File: src/design/hrrn_pkg.sv
// Shared types and constants for the response-ratio ready queue.
`default_nettype none
package hrrn_pkg;

  localparam int DEFAULT_DEPTH = 16;
  localparam int ID_W          = 8;
  localparam int LEN_W         = 16;
  localparam int OCC_W         = 5;

  typedef enum logic [2:0] {
    CMD_ENQ    = 3'd0,
    CMD_DEQ    = 3'd1,
    CMD_TAKE   = 3'd2,
    CMD_REMOVE = 3'd3,
    CMD_SET    = 3'd4
  } cmd_t;

  typedef enum logic [1:0] {
    ST_OK   = 2'd0,
    ST_MISS = 2'd1,
    ST_FULL = 2'd2
  } status_t;

  typedef enum logic [2:0] {
    S_IDLE,
    S_SCAN,
    S_PICK,
    S_SHIFT,
    S_DONE
  } state_t;

  typedef struct packed {
    logic [ID_W-1:0]  id;
    logic [LEN_W-1:0] burst;
    logic [LEN_W-1:0] wait_len;
  } entry_t;

  typedef struct packed {
    logic load;
    logic first;
  } sel_ctl_t;

endpackage
`default_nettype wire

File: src/design/hrrn_if.sv
// Valid/ready channel interfaces for commands and responses.
`default_nettype none
interface hrrn_cmd_if import hrrn_pkg::*; ();
  logic             valid;
  logic             ready;
  logic [2:0]       cmd;
  logic [ID_W-1:0]  proc_id;
  logic [LEN_W-1:0] burst_len;
  logic [LEN_W-1:0] wait_len;

  modport source (output valid, cmd, proc_id, burst_len, wait_len, input ready);
  modport sink (input valid, cmd, proc_id, burst_len, wait_len, output ready);
endinterface

interface hrrn_rsp_if import hrrn_pkg::*; ();
  logic             valid;
  logic             ready;
  logic [1:0]       status;
  logic [ID_W-1:0]  out_id;
  logic [LEN_W-1:0] out_burst;
  logic [LEN_W-1:0] out_wait;
  logic [OCC_W-1:0] occupancy;
  logic             is_empty_flag;

  modport source (output valid, status, out_id, out_burst, out_wait, occupancy,
                  is_empty_flag, input ready);
  modport sink (input valid, status, out_id, out_burst, out_wait, occupancy,
                is_empty_flag, output ready);
endinterface
`default_nettype wire

File: src/design/hrrn_entry_ram.sv
// Entry memory: one write port and one registered read port.
`default_nettype none
module hrrn_entry_ram
  import hrrn_pkg::*;
#(
  parameter int QUEUE_DEPTH = DEFAULT_DEPTH
) (
  input  wire logic                           clk,
  input  wire logic                           wr_en,
  input  wire logic [$clog2(QUEUE_DEPTH)-1:0] wr_addr,
  input  wire entry_t                         wr_data,
  input  wire logic                           rd_en,
  input  wire logic [$clog2(QUEUE_DEPTH)-1:0] rd_addr,
  output entry_t                              rd_data
);

  entry_t mem [QUEUE_DEPTH];

  always_ff @(posedge clk) begin
    if (wr_en) begin
      mem[wr_addr] <= wr_data;
    end
  end

  always_ff @(posedge clk) begin
    if (rd_en) begin
      rd_data <= mem[rd_addr];
    end
  end

endmodule
`default_nettype wire

File: src/design/hrrn_ratio_sel.sv
// Running best-ratio selector fed one entry per cycle during a scan.
`default_nettype none
module hrrn_ratio_sel
  import hrrn_pkg::*;
#(
  parameter int QUEUE_DEPTH = DEFAULT_DEPTH
) (
  input  wire logic                           clk,
  input  wire sel_ctl_t                       ctl,
  input  wire logic [$clog2(QUEUE_DEPTH)-1:0] idx,
  input  wire entry_t                         cand,
  output logic [$clog2(QUEUE_DEPTH)-1:0]      best_idx,
  output entry_t                              best_entry
);

  localparam int AW = $clog2(QUEUE_DEPTH);

  logic [LEN_W-1:0]   best_b;
  logic [LEN_W:0]     best_n;
  logic [LEN_W-1:0]   cand_b;
  logic [LEN_W:0]     cand_n;
  logic [2*LEN_W:0]   lhs;
  logic [2*LEN_W:0]   rhs;
  logic               better;

  // A burst of zero counts as one; the earlier entry keeps a tie.
  always_comb begin
    cand_b = (cand.burst == '0) ? LEN_W'(1) : cand.burst;
    cand_n = {1'b0, cand.wait_len} + {1'b0, cand_b};
    lhs    = cand_n * best_b;
    rhs    = best_n * cand_b;
    better = lhs > rhs;
  end

  always_ff @(posedge clk) begin
    if (ctl.load && (ctl.first || better)) begin
      best_idx   <= AW'(idx);
      best_entry <= cand;
      best_b     <= cand_b;
      best_n     <= cand_n;
    end
  end

endmodule
`default_nettype wire

File: src/design/hrrn_ready_queue_core.sv
// Top level of the ready queue ordered by arrival with highest-response-ratio take.
//
// Commands arrive on cmd_ch and each produces exactly one response on rsp_ch,
// both valid/ready channels; a transfer happens when valid and ready are high.
// Entries live in a single-port-read, single-port-write memory with a registered
// read port, and one command is worked at a time.
// Enqueue, unused codes and commands on an empty queue go from accept straight
// to the done state. Dequeue, remove and set walk the queue one entry per cycle
// until the match or the end; take-highest-ratio reads all N entries through one
// shared cross-multiply compare. Removal then closes the gap by moving each later
// entry down, one per cycle.
// The response sits in an output register, so a new command is accepted
// while an earlier response waits; if the receiver stalls, the next finished
// response holds in the done state and no further command is taken.
// Synchronous reset empties the queue; the memory itself is not cleared.
`default_nettype none
module hrrn_ready_queue_core
  import hrrn_pkg::*;
#(
  parameter int QUEUE_DEPTH = DEFAULT_DEPTH
) (
  input  wire logic   clk,
  input  wire logic   rst,
  hrrn_cmd_if.sink    cmd_ch,
  hrrn_rsp_if.source  rsp_ch
);

  localparam int AW = $clog2(QUEUE_DEPTH);
  localparam int CW = $clog2(QUEUE_DEPTH + 1);

  state_t           state, state_next;
  logic [CW-1:0]    count, count_next;
  logic             issue_on, issue_on_next;
  logic [AW-1:0]    issue_idx, issue_idx_next;
  logic             rd_pend;
  logic [AW-1:0]    rd_idx_q;
  cmd_t             cmd_q, cmd_next;
  logic [ID_W-1:0]  id_q, id_next;
  logic [LEN_W-1:0] wait_q, wait_next;
  status_t          res_status, res_status_next;
  entry_t           res_entry, res_entry_next;

  logic             rd_en;
  logic [AW-1:0]    rd_addr;
  entry_t           rd_data;
  logic             wr_en;
  logic [AW-1:0]    wr_addr;
  entry_t           wr_data;
  sel_ctl_t         sel_ctl;
  logic [AW-1:0]    best_idx;
  entry_t           best_entry;

  cmd_t             cmd_in;
  logic [AW-1:0]    last_idx;
  logic             rd_last;
  logic             hit;
  logic             scan_stop;
  logic             rsp_load;
  logic             rsp_valid;
  status_t          rsp_status;
  entry_t           rsp_entry;
  logic [OCC_W-1:0] rsp_occ;
  logic             rsp_empty;

  hrrn_entry_ram #(.QUEUE_DEPTH(QUEUE_DEPTH)) u_ram (
    .clk     (clk),
    .wr_en   (wr_en),
    .wr_addr (wr_addr),
    .wr_data (wr_data),
    .rd_en   (rd_en),
    .rd_addr (rd_addr),
    .rd_data (rd_data)
  );

  hrrn_ratio_sel #(.QUEUE_DEPTH(QUEUE_DEPTH)) u_sel (
    .clk        (clk),
    .ctl        (sel_ctl),
    .idx        (rd_idx_q),
    .cand       (rd_data),
    .best_idx   (best_idx),
    .best_entry (best_entry)
  );

  assign cmd_in   = cmd_t'(cmd_ch.cmd);
  assign last_idx = AW'(count - CW'(1));
  assign rd_last  = rd_idx_q == last_idx;
  assign hit      = (cmd_q == CMD_DEQ) ||
                    (((cmd_q == CMD_REMOVE) || (cmd_q == CMD_SET)) && (rd_data.id == id_q));
  assign scan_stop = rd_pend && (hit || rd_last);

  assign cmd_ch.ready = state == S_IDLE;

  always_ff @(posedge clk) begin
    if (rst) begin
      state    <= S_IDLE;
      count    <= '0;
      issue_on <= 1'b0;
      rd_pend  <= 1'b0;
    end else begin
      state    <= state_next;
      count    <= count_next;
      issue_on <= issue_on_next;
      rd_pend  <= rd_en;
    end
  end

  always_ff @(posedge clk) begin
    issue_idx  <= issue_idx_next;
    rd_idx_q   <= rd_addr;
    cmd_q      <= cmd_next;
    id_q       <= id_next;
    wait_q     <= wait_next;
    res_status <= res_status_next;
    res_entry  <= res_entry_next;
  end

  always_comb begin
    state_next      = state;
    count_next      = count;
    issue_on_next   = issue_on;
    issue_idx_next  = issue_idx;
    cmd_next        = cmd_q;
    id_next         = id_q;
    wait_next       = wait_q;
    res_status_next = res_status;
    res_entry_next  = res_entry;
    rd_en           = 1'b0;
    rd_addr         = issue_idx;
    wr_en           = 1'b0;
    wr_addr         = rd_idx_q;
    wr_data         = rd_data;
    sel_ctl         = '0;
    rsp_load        = 1'b0;

    unique case (state)
      S_IDLE: begin
        if (cmd_ch.valid) begin
          cmd_next        = cmd_in;
          id_next         = cmd_ch.proc_id;
          wait_next       = cmd_ch.wait_len;
          res_status_next = ST_OK;
          res_entry_next  = '0;
          issue_idx_next  = '0;
          issue_on_next   = 1'b1;
          state_next      = S_DONE;
          unique case (cmd_in) inside
            CMD_ENQ: begin
              if (count == CW'(QUEUE_DEPTH)) begin
                res_status_next = ST_FULL;
              end else begin
                wr_en      = 1'b1;
                wr_addr    = AW'(count);
                wr_data    = '{id: cmd_ch.proc_id, burst: cmd_ch.burst_len,
                               wait_len: cmd_ch.wait_len};
                count_next = count + CW'(1);
              end
            end
            CMD_DEQ, CMD_TAKE, CMD_REMOVE, CMD_SET: begin
              if (count == '0) begin
                res_status_next = ST_MISS;
              end else begin
                state_next = S_SCAN;
              end
            end
            default: begin
              state_next = S_DONE;
            end
          endcase
        end
      end
      S_SCAN: begin
        if (issue_on && !scan_stop) begin
          rd_en = 1'b1;
          if (issue_idx == last_idx) begin
            issue_on_next = 1'b0;
          end else begin
            issue_idx_next = issue_idx + AW'(1);
          end
        end
        if (rd_pend) begin
          if (cmd_q == CMD_TAKE) begin
            sel_ctl.load  = 1'b1;
            sel_ctl.first = rd_idx_q == '0;
            if (rd_last) begin
              state_next = S_PICK;
            end
          end else if (hit) begin
            if (cmd_q == CMD_SET) begin
              wr_en            = 1'b1;
              wr_addr          = rd_idx_q;
              wr_data          = rd_data;
              wr_data.wait_len = wait_q;
              state_next       = S_DONE;
            end else begin
              res_entry_next = rd_data;
              if (rd_idx_q == last_idx) begin
                count_next = count - CW'(1);
                state_next = S_DONE;
              end else begin
                issue_idx_next = rd_idx_q + AW'(1);
                issue_on_next  = 1'b1;
                state_next     = S_SHIFT;
              end
            end
          end else if (rd_last) begin
            res_status_next = ST_MISS;
            state_next      = S_DONE;
          end
        end
      end
      S_PICK: begin
        res_entry_next = best_entry;
        if (best_idx == last_idx) begin
          count_next = count - CW'(1);
          state_next = S_DONE;
        end else begin
          issue_idx_next = best_idx + AW'(1);
          issue_on_next  = 1'b1;
          state_next     = S_SHIFT;
        end
      end
      S_SHIFT: begin
        if (issue_on) begin
          rd_en = 1'b1;
          if (issue_idx == last_idx) begin
            issue_on_next = 1'b0;
          end else begin
            issue_idx_next = issue_idx + AW'(1);
          end
        end
        if (rd_pend) begin
          wr_en   = 1'b1;
          wr_addr = rd_idx_q - AW'(1);
          wr_data = rd_data;
          if (rd_last) begin
            count_next = count - CW'(1);
            state_next = S_DONE;
          end
        end
      end
      S_DONE: begin
        if (!rsp_valid || rsp_ch.ready) begin
          rsp_load   = 1'b1;
          state_next = S_IDLE;
        end
      end
      default: begin
        state_next = S_IDLE;
      end
    endcase
  end

  always_ff @(posedge clk) begin
    if (rst) begin
      rsp_valid <= 1'b0;
    end else if (rsp_load) begin
      rsp_valid <= 1'b1;
    end else if (rsp_ch.ready) begin
      rsp_valid <= 1'b0;
    end
  end

  always_ff @(posedge clk) begin
    if (rsp_load) begin
      rsp_status <= res_status;
      rsp_entry  <= res_entry;
      rsp_occ    <= OCC_W'(count);
      rsp_empty  <= count == '0;
    end
  end

  assign rsp_ch.valid         = rsp_valid;
  assign rsp_ch.status        = rsp_status;
  assign rsp_ch.out_id        = rsp_entry.id;
  assign rsp_ch.out_burst     = rsp_entry.burst;
  assign rsp_ch.out_wait      = rsp_entry.wait_len;
  assign rsp_ch.occupancy     = rsp_occ;
  assign rsp_ch.is_empty_flag = rsp_empty;

  // The queue never holds more entries than it has places.
  a_count_bound: assert property (@(posedge clk) disable iff (rst)
    count <= CW'(QUEUE_DEPTH))
    else $error("entry count beyond queue depth");

  // Read data is only ever returned into a state that consumes it.
  a_read_consumed: assert property (@(posedge clk) disable iff (rst)
    rd_pend |-> (state == S_SCAN || state == S_SHIFT))
    else $error("memory read returned outside a scan or shift");

  // One command moves the entry count by at most one.
  a_count_step: assert property (@(posedge clk) disable iff (rst)
    $past(!rst) |-> (count == $past(count) || count == $past(count) + CW'(1) ||
                     count == $past(count) - CW'(1)))
    else $error("entry count jumped by more than one");

  // A response is loaded only when the output register is free or draining.
  a_no_overwrite: assert property (@(posedge clk) disable iff (rst)
    rsp_load |-> (!rsp_valid || rsp_ch.ready))
    else $error("pending response overwritten");

endmodule
`default_nettype wire

File: src/flat_wrapper.sv
// flat-port wrapper written by rule: the top's interface ports become plain ports
module hrrn_ready_queue_core_flat import hrrn_pkg::*;
#(
  parameter int QUEUE_DEPTH = DEFAULT_DEPTH
)
  (clk, rst, cmd_ch_valid, cmd_ch_cmd, cmd_ch_proc_id, cmd_ch_burst_len, cmd_ch_wait_len, cmd_ch_ready, rsp_ch_valid, rsp_ch_status, rsp_ch_out_id, rsp_ch_out_burst, rsp_ch_out_wait, rsp_ch_occupancy, rsp_ch_is_empty_flag, rsp_ch_ready);
  hrrn_cmd_if cmd_ch_i ();
  hrrn_rsp_if rsp_ch_i ();
  input  wire logic clk;
  input  wire logic rst;
  input wire logic [$bits(cmd_ch_i.valid)-1:0] cmd_ch_valid;
  input wire logic [$bits(cmd_ch_i.cmd)-1:0] cmd_ch_cmd;
  input wire logic [$bits(cmd_ch_i.proc_id)-1:0] cmd_ch_proc_id;
  input wire logic [$bits(cmd_ch_i.burst_len)-1:0] cmd_ch_burst_len;
  input wire logic [$bits(cmd_ch_i.wait_len)-1:0] cmd_ch_wait_len;
  output wire logic [$bits(cmd_ch_i.ready)-1:0] cmd_ch_ready;
  output wire logic [$bits(rsp_ch_i.valid)-1:0] rsp_ch_valid;
  output wire logic [$bits(rsp_ch_i.status)-1:0] rsp_ch_status;
  output wire logic [$bits(rsp_ch_i.out_id)-1:0] rsp_ch_out_id;
  output wire logic [$bits(rsp_ch_i.out_burst)-1:0] rsp_ch_out_burst;
  output wire logic [$bits(rsp_ch_i.out_wait)-1:0] rsp_ch_out_wait;
  output wire logic [$bits(rsp_ch_i.occupancy)-1:0] rsp_ch_occupancy;
  output wire logic [$bits(rsp_ch_i.is_empty_flag)-1:0] rsp_ch_is_empty_flag;
  input wire logic [$bits(rsp_ch_i.ready)-1:0] rsp_ch_ready;
  assign cmd_ch_i.valid = cmd_ch_valid;
  assign cmd_ch_i.cmd = cmd_ch_cmd;
  assign cmd_ch_i.proc_id = cmd_ch_proc_id;
  assign cmd_ch_i.burst_len = cmd_ch_burst_len;
  assign cmd_ch_i.wait_len = cmd_ch_wait_len;
  assign cmd_ch_ready = cmd_ch_i.ready;
  assign rsp_ch_valid = rsp_ch_i.valid;
  assign rsp_ch_status = rsp_ch_i.status;
  assign rsp_ch_out_id = rsp_ch_i.out_id;
  assign rsp_ch_out_burst = rsp_ch_i.out_burst;
  assign rsp_ch_out_wait = rsp_ch_i.out_wait;
  assign rsp_ch_occupancy = rsp_ch_i.occupancy;
  assign rsp_ch_is_empty_flag = rsp_ch_i.is_empty_flag;
  assign rsp_ch_i.ready = rsp_ch_ready;
  hrrn_ready_queue_core #(.QUEUE_DEPTH(QUEUE_DEPTH)) u_core (.clk(clk), .rst(rst), .cmd_ch(cmd_ch_i), .rsp_ch(rsp_ch_i));
endmodule
File: config.mk
export PLATFORM = sky130hd
export DESIGN_NAME = hrrn_ready_queue_core_flat
export DESIGN_NICKNAME = d
export VERILOG_FILES = /design/src/design/hrrn_pkg.sv /design/src/design/hrrn_if.sv /design/src/design/hrrn_entry_ram.sv /design/src/design/hrrn_ratio_sel.sv /design/src/design/hrrn_ready_queue_core.sv /design/src/flat_wrapper.sv
export SDC_FILE = /design/constraint.sdc
export NUM_CORES = 2
export LEC_CHECK = 0
export BUFFER_PORTS_ARGS = -buffer_cell sky130_fd_sc_hd__clkbuf_2
export CORE_ASPECT_RATIO = 0.7
export CORE_MARGIN = 2
export CORE_UTILIZATION = 35
export DETAILED_ROUTE_END_ITERATION = 10
export SYNTH_ARGS = -nofsm -noshare
export SYNTH_HDL_FRONTEND = slang
export SYNTH_SLANG_ARGS = --single-unit
File: constraint.sdc
create_clock -name clk -period 24.1 [get_ports clk]
set_input_delay 2.41 -clock clk [delete_from_list [all_inputs] [get_ports clk]]
set_output_delay 2.41 -clock clk [all_outputs]
set_load 0.005 [all_outputs]
# Word level (Yosys, flattened, before mapping)
# Memory sizes are Yosys's and may differ from the RTL's. A register that Yosys moved wholly into a read port is not among the register bits.
# Index checks and enable logic that the tools add are counted.
# Widths: inputs -> output; s select.
# totals
regBits,213
in_bits,47
out_inout_bits,50
n_memories,1
mem_bits_rw,640
elab_cells,195
# op_classes
n_reduce_logical,28
n_mux,98
n_mul,2
addsub,7
eq_ne,32
magnitude_cmp,1
# mem_list
memory,words,width,read_ports,rd_clocked_by_memory_dff,wr,line_no,text
u_core.u_ram.mem,16,40,1,1,1,hrrn_entry_ram.sv:17,entry_t mem [QUEUE_DEPTH];
# op_table
op,n
$mux 40,8
$pmux 40 s3,1
$mux 16,5
$pmux 40 s2,1
$mul 17x16->33,2
$mux 4,14
$mux 5,10
$mux 3,13
$gt 33x33->1,1
$mux 1,28
$pmux 5 s4,1
$eq 3x2->1 const B,6
$mux 2,9
$add 16x16->17,1
$logic_not 16->1,1
$ne 2x1->1 const B,8
$pmux 4 s4,1
$pmux 3 s5,1
$add 4x1->4 const B,3
$eq 4x4->1,3
$ne 2x2->1 const B,6
$reduce_and 6->1,2
$reduce_and 10->1,1
$eq 3x1->1 const B,3
other kinds (26),39

# Logic depth before layout (Yosys ltp)
# depth
ltp_word,15
depth_mapped,42
ltp_nobuf,41

# Hierarchy
# From an unflattened synthesis, not the netlist that was laid out.
# hier_totals
cells_unflattened,4063
area_unflattened_um2,54588.6
# by_module_without_submodules
module,instances,seq_area_each_um2,area_per_inst_um2,cells_each
hrrn_entry_ram,1,20419.6,25532.0,1040
hrrn_ratio_sel,1,2312.2,22384.0,2478
hrrn_ready_queue_core,1,3933.8,6672.6,545

# Least setup slack after synthesis
# No wires, ideal clock.
# synth_path
path_type,register to register
startpoint,"register, netlist name u_core.u_ram.rd_data[24]"
endpoint,register u_core.u_sel.best_b[0] (enable)
required_time_ns,23.473
setup_ns,0.627
arrival_ns,14.830
setup_slack_ns,8.643
path_buffers,2
path_stages_with_launch,40
period_less_slack_ns,15.457
cell_sequence,edfxtp_1 -> nor4_1 -> a41o_1 -> clkbuf_1 -> ha_1 -> fa_1 -> a21o_1 -> a21oi_1 -> o21a_1 -> o21ai_0 -> nand2_1 -> xnor2_1 -> clkbuf_1 -> nand2_1 -> fa_1 -> fa_1 -> fa_1 -> inv_1 -> [... 4 more ...] -> inv_1 -> ha_1 -> a21oi_1 -> o21ai_0 -> a31oi_1 -> nand2_1 -> a311o_1 -> a21o_1 -> a21oi_1 -> xnor2_1 -> ha_1 -> nand2_1 -> or3_1 -> nor3_1 -> a221oi_1 -> o211ai_1 -> nor2_1 -> a211oi_1
# synth_via
elab_chain_len,7
word_cells_on_any_way,8
cone_classes,add/sub (1); mul (2); order compare (1); mux (1); reduce/logical (3)
# synth_lines
item,line_no,text
$logic_not 16->1,hrrn_ratio_sel.sv:28,cand_b = (cand.burst == '0) ? LEN_W'(1) : cand.burst;
$mux 16,hrrn_ratio_sel.sv:28,
named net u_core.u_sel.cand_b[0],hrrn_ratio_sel.sv:20,logic [LEN_W-1:0] cand_b;
$add 16x16->17,hrrn_ratio_sel.sv:29,"cand_n = {1'b0, cand.wait_len} + {1'b0, cand_b};"
named net u_core.u_sel.cand_n[12],hrrn_ratio_sel.sv:21,logic [LEN_W:0] cand_n;
$mul 17x16->33,hrrn_ratio_sel.sv:30,lhs = cand_n * best_b;
$gt 33x33->1,hrrn_ratio_sel.sv:32,better = lhs > rhs;
$logic_or 1x1->1,hrrn_ratio_sel.sv:36,if (ctl.load && (ctl.first || better)) begin
$logic_and 1x1->1,hrrn_ratio_sel.sv:36,
end signal: assignment,hrrn_ratio_sel.sv:39,best_b <= cand_b;
end: declaration,hrrn_ratio_sel.sv:18,logic [LEN_W-1:0] best_b;
# The timed path passes the listed nets, and every way through them passes these cells.
# A chain may end at the register's enable or synchronous reset.

# Final worst setup path
# layout_path
startpoint,"register, netlist name u_core.u_ram.rd_data[20]"
endpoint,"register, netlist name u_core.u_sel.best_entry[4]"
# layout_via
elab_chain_len,7
word_cells_on_any_way,8
cone_classes,add/sub (1); mul (2); order compare (1); mux (1); reduce/logical (3)
# layout_lines
item,line_no
$logic_not 16->1,hrrn_ratio_sel.sv:28
$mux 16 (*),hrrn_ratio_sel.sv:28
$add 16x16->17,hrrn_ratio_sel.sv:29
$mul 17x16->33,hrrn_ratio_sel.sv:30
$gt 33x33->1 (*),hrrn_ratio_sel.sv:32
$logic_or 1x1->1 (*),hrrn_ratio_sel.sv:36
$logic_and 1x1->1 (*),hrrn_ratio_sel.sv:36
# Every way passes the cells marked *; elsewhere a longest branch is shown, timed or not.

==> results.py <==
metrics = {
    "drt": {
        "drc": 0,
        "dr.pass1.iters": 6,
        "drtIter0Drc": 2871,
        "routed_wl_um": 137800,
        "wl_per_cell_um": 23.09,
        "antenna_left": 0,
        "vias": 30830,
        "vias_per_cell": 5.166,
    },
    "timing": {
        "setup_viol": 0,
        "min_period_ns": 11.49,
        "setup_tns_ns": 0,
        "fmax_mhz": 87.05,
        "drv_slew": 0,
        "grt_setup_unrepaired": "false",
        "holdWs_ns": 0.4207,
        "hold_viol": 0,
        "relSlewSlack": 0.2179,
        "worst_pin_slew_ns": 1.173,
        "period_share": 0.4767,
        "clock_skew_ns": 0.04394,
    },
    "cts": {
        "cts_buffer_depth": 3,
        "clkLatencyLatePin_ns": 0.69,
        "clkSlewWorstSetupHoldPaths_ns": 0.06,
        "cts_post_setup_buffers_inserted": 0,
        "cts_resized": 0,
        "clockRootBuffer": "clkbuf_16",
        "cts_tree": "built",
        "clock-sinks": 893,
        "cts_buffers": 81,
        "cts_htree_levels": 3,
        "cts_hold_buf": 0,
    },
    "yosys": {
        "yosysWarnings": 0,
        "synth_enable_flop_cells": 878,
        "syn_avg_cell_area_um2": 13.85,
        "yosys.cell_count.top_type": "edfxtp_1",
        "synth_flop_cell": "edfxtp_1",
        "synth_top_area_frac": 0.4970,
        "synth_fp_nets": 4560,
        "synth_area_leaders": "edfxtp_1 (50%), fa_1 (16%), mux4_2 (8.1%)",
        "synth_top_area_cell": "edfxtp_1",
        "syn-instance-count": 3830,
        "synth_cell_types": 75,
        "syn_area_um2": 53050,
        "async_flop_share": 0,
        "ys_seq_area_frac": 0.5027,
        "yosys_register_bits": 893,
        "synth_common_cells": "edfxtp_1 (878), inv_1 (525), nand2_1 (472)",
    },
    "cells_and_area": {
        "nFillCells": 14040,
        "areaGrowthSynthToFinish_pct": 10.60,
        "fin_nets": 4637,
        "drive_gt1_frac": 0.1315,
        "finalNonFillerCells": 5967,
    },
    "power_and_ir_drop": {
        "ir_drop_v": 0.00004701,
        "p_sw_uw": 1033,
        "leakagePower_uw": 0.02256,
        "internal_power_uw": 2726,
        "p_clk_frac": 0.336,
        "power.density_cell_area_nw_per_um2": 64.08,
        "p_comb_frac": 0.199,
        "seqPwrFrac": 0.465,
        "swShare": 0.2749,
    },
    "floorplanning": {
        "die-width_um": 469.3,
        "io_pins": 97,
        "core_um2": 150400,
        "dieArea_um2": 154700,
        "die_height_um": 329.7,
        "initial_core_util": 0.3527,
        "fp-row-count": 119,
    },
    "worst_setup_path": {
        "required_ns": 24.39,
        "cpMaxStageDelayCell": "buf_4",
        "arrival_ns": 11.78,
        "cp-end-kind": "flop",
        "path_common_cell": "fa_1",
        "critPathLaunchType": "flop",
        "crit_type": "reg2reg",
        "path_delay_family": "adder cells",
        "cp_slowest_stage_delay_ns": 0.90,
        "crit_path_max_fanout": 77,
        "crit_buf_inv": 7,
    },
    "global_routing": {
        "use_met3": 0.03452,
        "grt_pass1_vias": 31310,
        "grt_max_degree": 78,
        "grt_pass1_wl_um": 208100,
        "top_usage_layer": "met1",
        "grt_use_total": 0.1801,
        "grt_remaining_overflow": 0,
        "met1_usage": 0.2734,
        "met2_usage": 0.2690,
        "antenna_found_initial": 9,
    },
    "outcome": {
        "status": "completed",
    },
    "place": {
        "portBuffers": 96,
        "globalplace.congestion": 0.8444,
        "hpwl_um": 90050,
        "dp.cells": 5820,
    },
    "worst_hold_path": {
        "hold_path.class": "reg2reg",
    },
    "flow_run": {
        "maxCapViolCount": 0,
    },
}
## sequential cells by signal (all words and copies together), names as in the netlist, 8 cells and up
| register | count |
|---|---|
| u_core.u_ram.rd_data | 40 |
| u_core.u_ram.mem | 640 |
| u_core.rsp_ch.out_id | 8 |
| u_core.rsp_ch.out_wait | 16 |
| u_core.rsp_ch.out_burst | 16 |
| u_core.res_entry | 40 |
| u_core.wait_q | 16 |
| u_core.id_q | 8 |
| u_core.u_sel.best_entry | 40 |
| u_core.u_sel.best_n | 17 |
| u_core.u_sel.best_b | 16 |
## final cells by class
cell class | count | area (um^2) | area share
Clock inverter | 44 | 450.4 | 0.007678
Timing Repair Buffer | 177 | 1089 | 0.01855
Sequential cell | 893 | 26670 | 0.4545
Inverter | 526 | 1976 | 0.03368
Clock buffer | 101 | 2102 | 0.03583
Tap cell | 1996 | 2497 | 0.04257
Multi-Input combinational cell | 2228 | 23880 | 0.4071
Antenna cell | 2 | 5.005 | 0.00008531
## per-stage QoR
stage | power, uW | setup WS, ns | utilization | instance area [um^2]
after CTS | 3787 | 12.61 | 0.3901 | 58660
after floorplan | 2321 | 8.643 | - | 53050
final | 3759 | 12.61 | 0.3901 | 58670
after global placement | 2524 | 12.90 | 0.3731 | 56110
after global routing | 3938 | 11.82 | 0.3901 | 58670
after detailed placement | 2529 | 12.64 | 0.3731 | 56110
## layout by cell type, fill, tap and decap left out, types with 16 or more instances in the layout
cell / count
nand2_1: 472
ha_1: 266
o21a_1: 16
nor3_1: 23
clkbuf_1: 20
nand3_1: 25
and2_1: 208
nand4_1: 16
a21oi_1: 81
edfxtp_1: 878
clkbuf_2: 96
fa_1: 417
inv_1: 525
a222oi_1: 16
xor2_1: 37
nor2_1: 54
clkinv_1: 17
mux4_2: 191
nand2b_1: 17
xnor2_1: 61
buf_4: 81
a22o_1: 42
nor2_4: 19
o21ai_0: 53
a21o_1: 32
clkbuf_16: 81
## power groups by stage
stage	clock network [uW]	logic [uW]	registers, uW
detailed placement	0	747	1780
global route	1350	841	1750
floorplan	0	548	1770
finish	1260	749	1750
CTS	1290	752	1750
global placement	0	741	1780
## final timing paths
kind / cells past startpoint / startpoint / slack [ns] / to
hold reg to reg: 0 / u_core.res_entry[32] / 0.42 / u_core.rsp_ch.out_id[0]
setup reg to reg: 41 / u_core.u_ram.rd_data[20] / 12.61 / u_core.u_sel.best_entry[4]
setup / recovery: 41 / u_core.u_ram.rd_data[20] / 12.61 / u_core.u_sel.best_entry[4]
hold / removal: 0 / u_core.res_entry[32] / 0.42 / u_core.rsp_ch.out_id[0]
## metal layers
layer | part of all wire | vias up
met5 | 0.000094 | -
met1 | 0.47 | 16100
met3 | 0.078 | 125
met2 | 0.44 | 1099
met4 | 0.017 | 2
li1 | - | 13500
## worst reg2reg max path: cells and delay by family (launching register included)
kind	cells	cell delay [ns]
buffers and inverters	7	1.91
DFF	1	0.32
adders and majority gates	10	4.35
and+or+nand+nor	8	1.29
xor gates and xnor gates	2	0.25
AOI/OAI and AO/OA	14	2.92
## kinds of logic (layout without fill, tap and decap cells)
logic type,after synthesis,count (layout),share of synthesized area
buffers and inverters,709,848,0.05029
muxes,208,208,0.08435
and+or+nand+nor,893,893,0.07921
AOI/OAI and AO/OA,343,343,0.04588
other,0,2,0
xor gates and xnor gates,101,101,0.01748
adders and majority gates,683,683,0.2201
DFF,893,893,0.5027
Note: power is estimated with default switching activity, not from simulation.
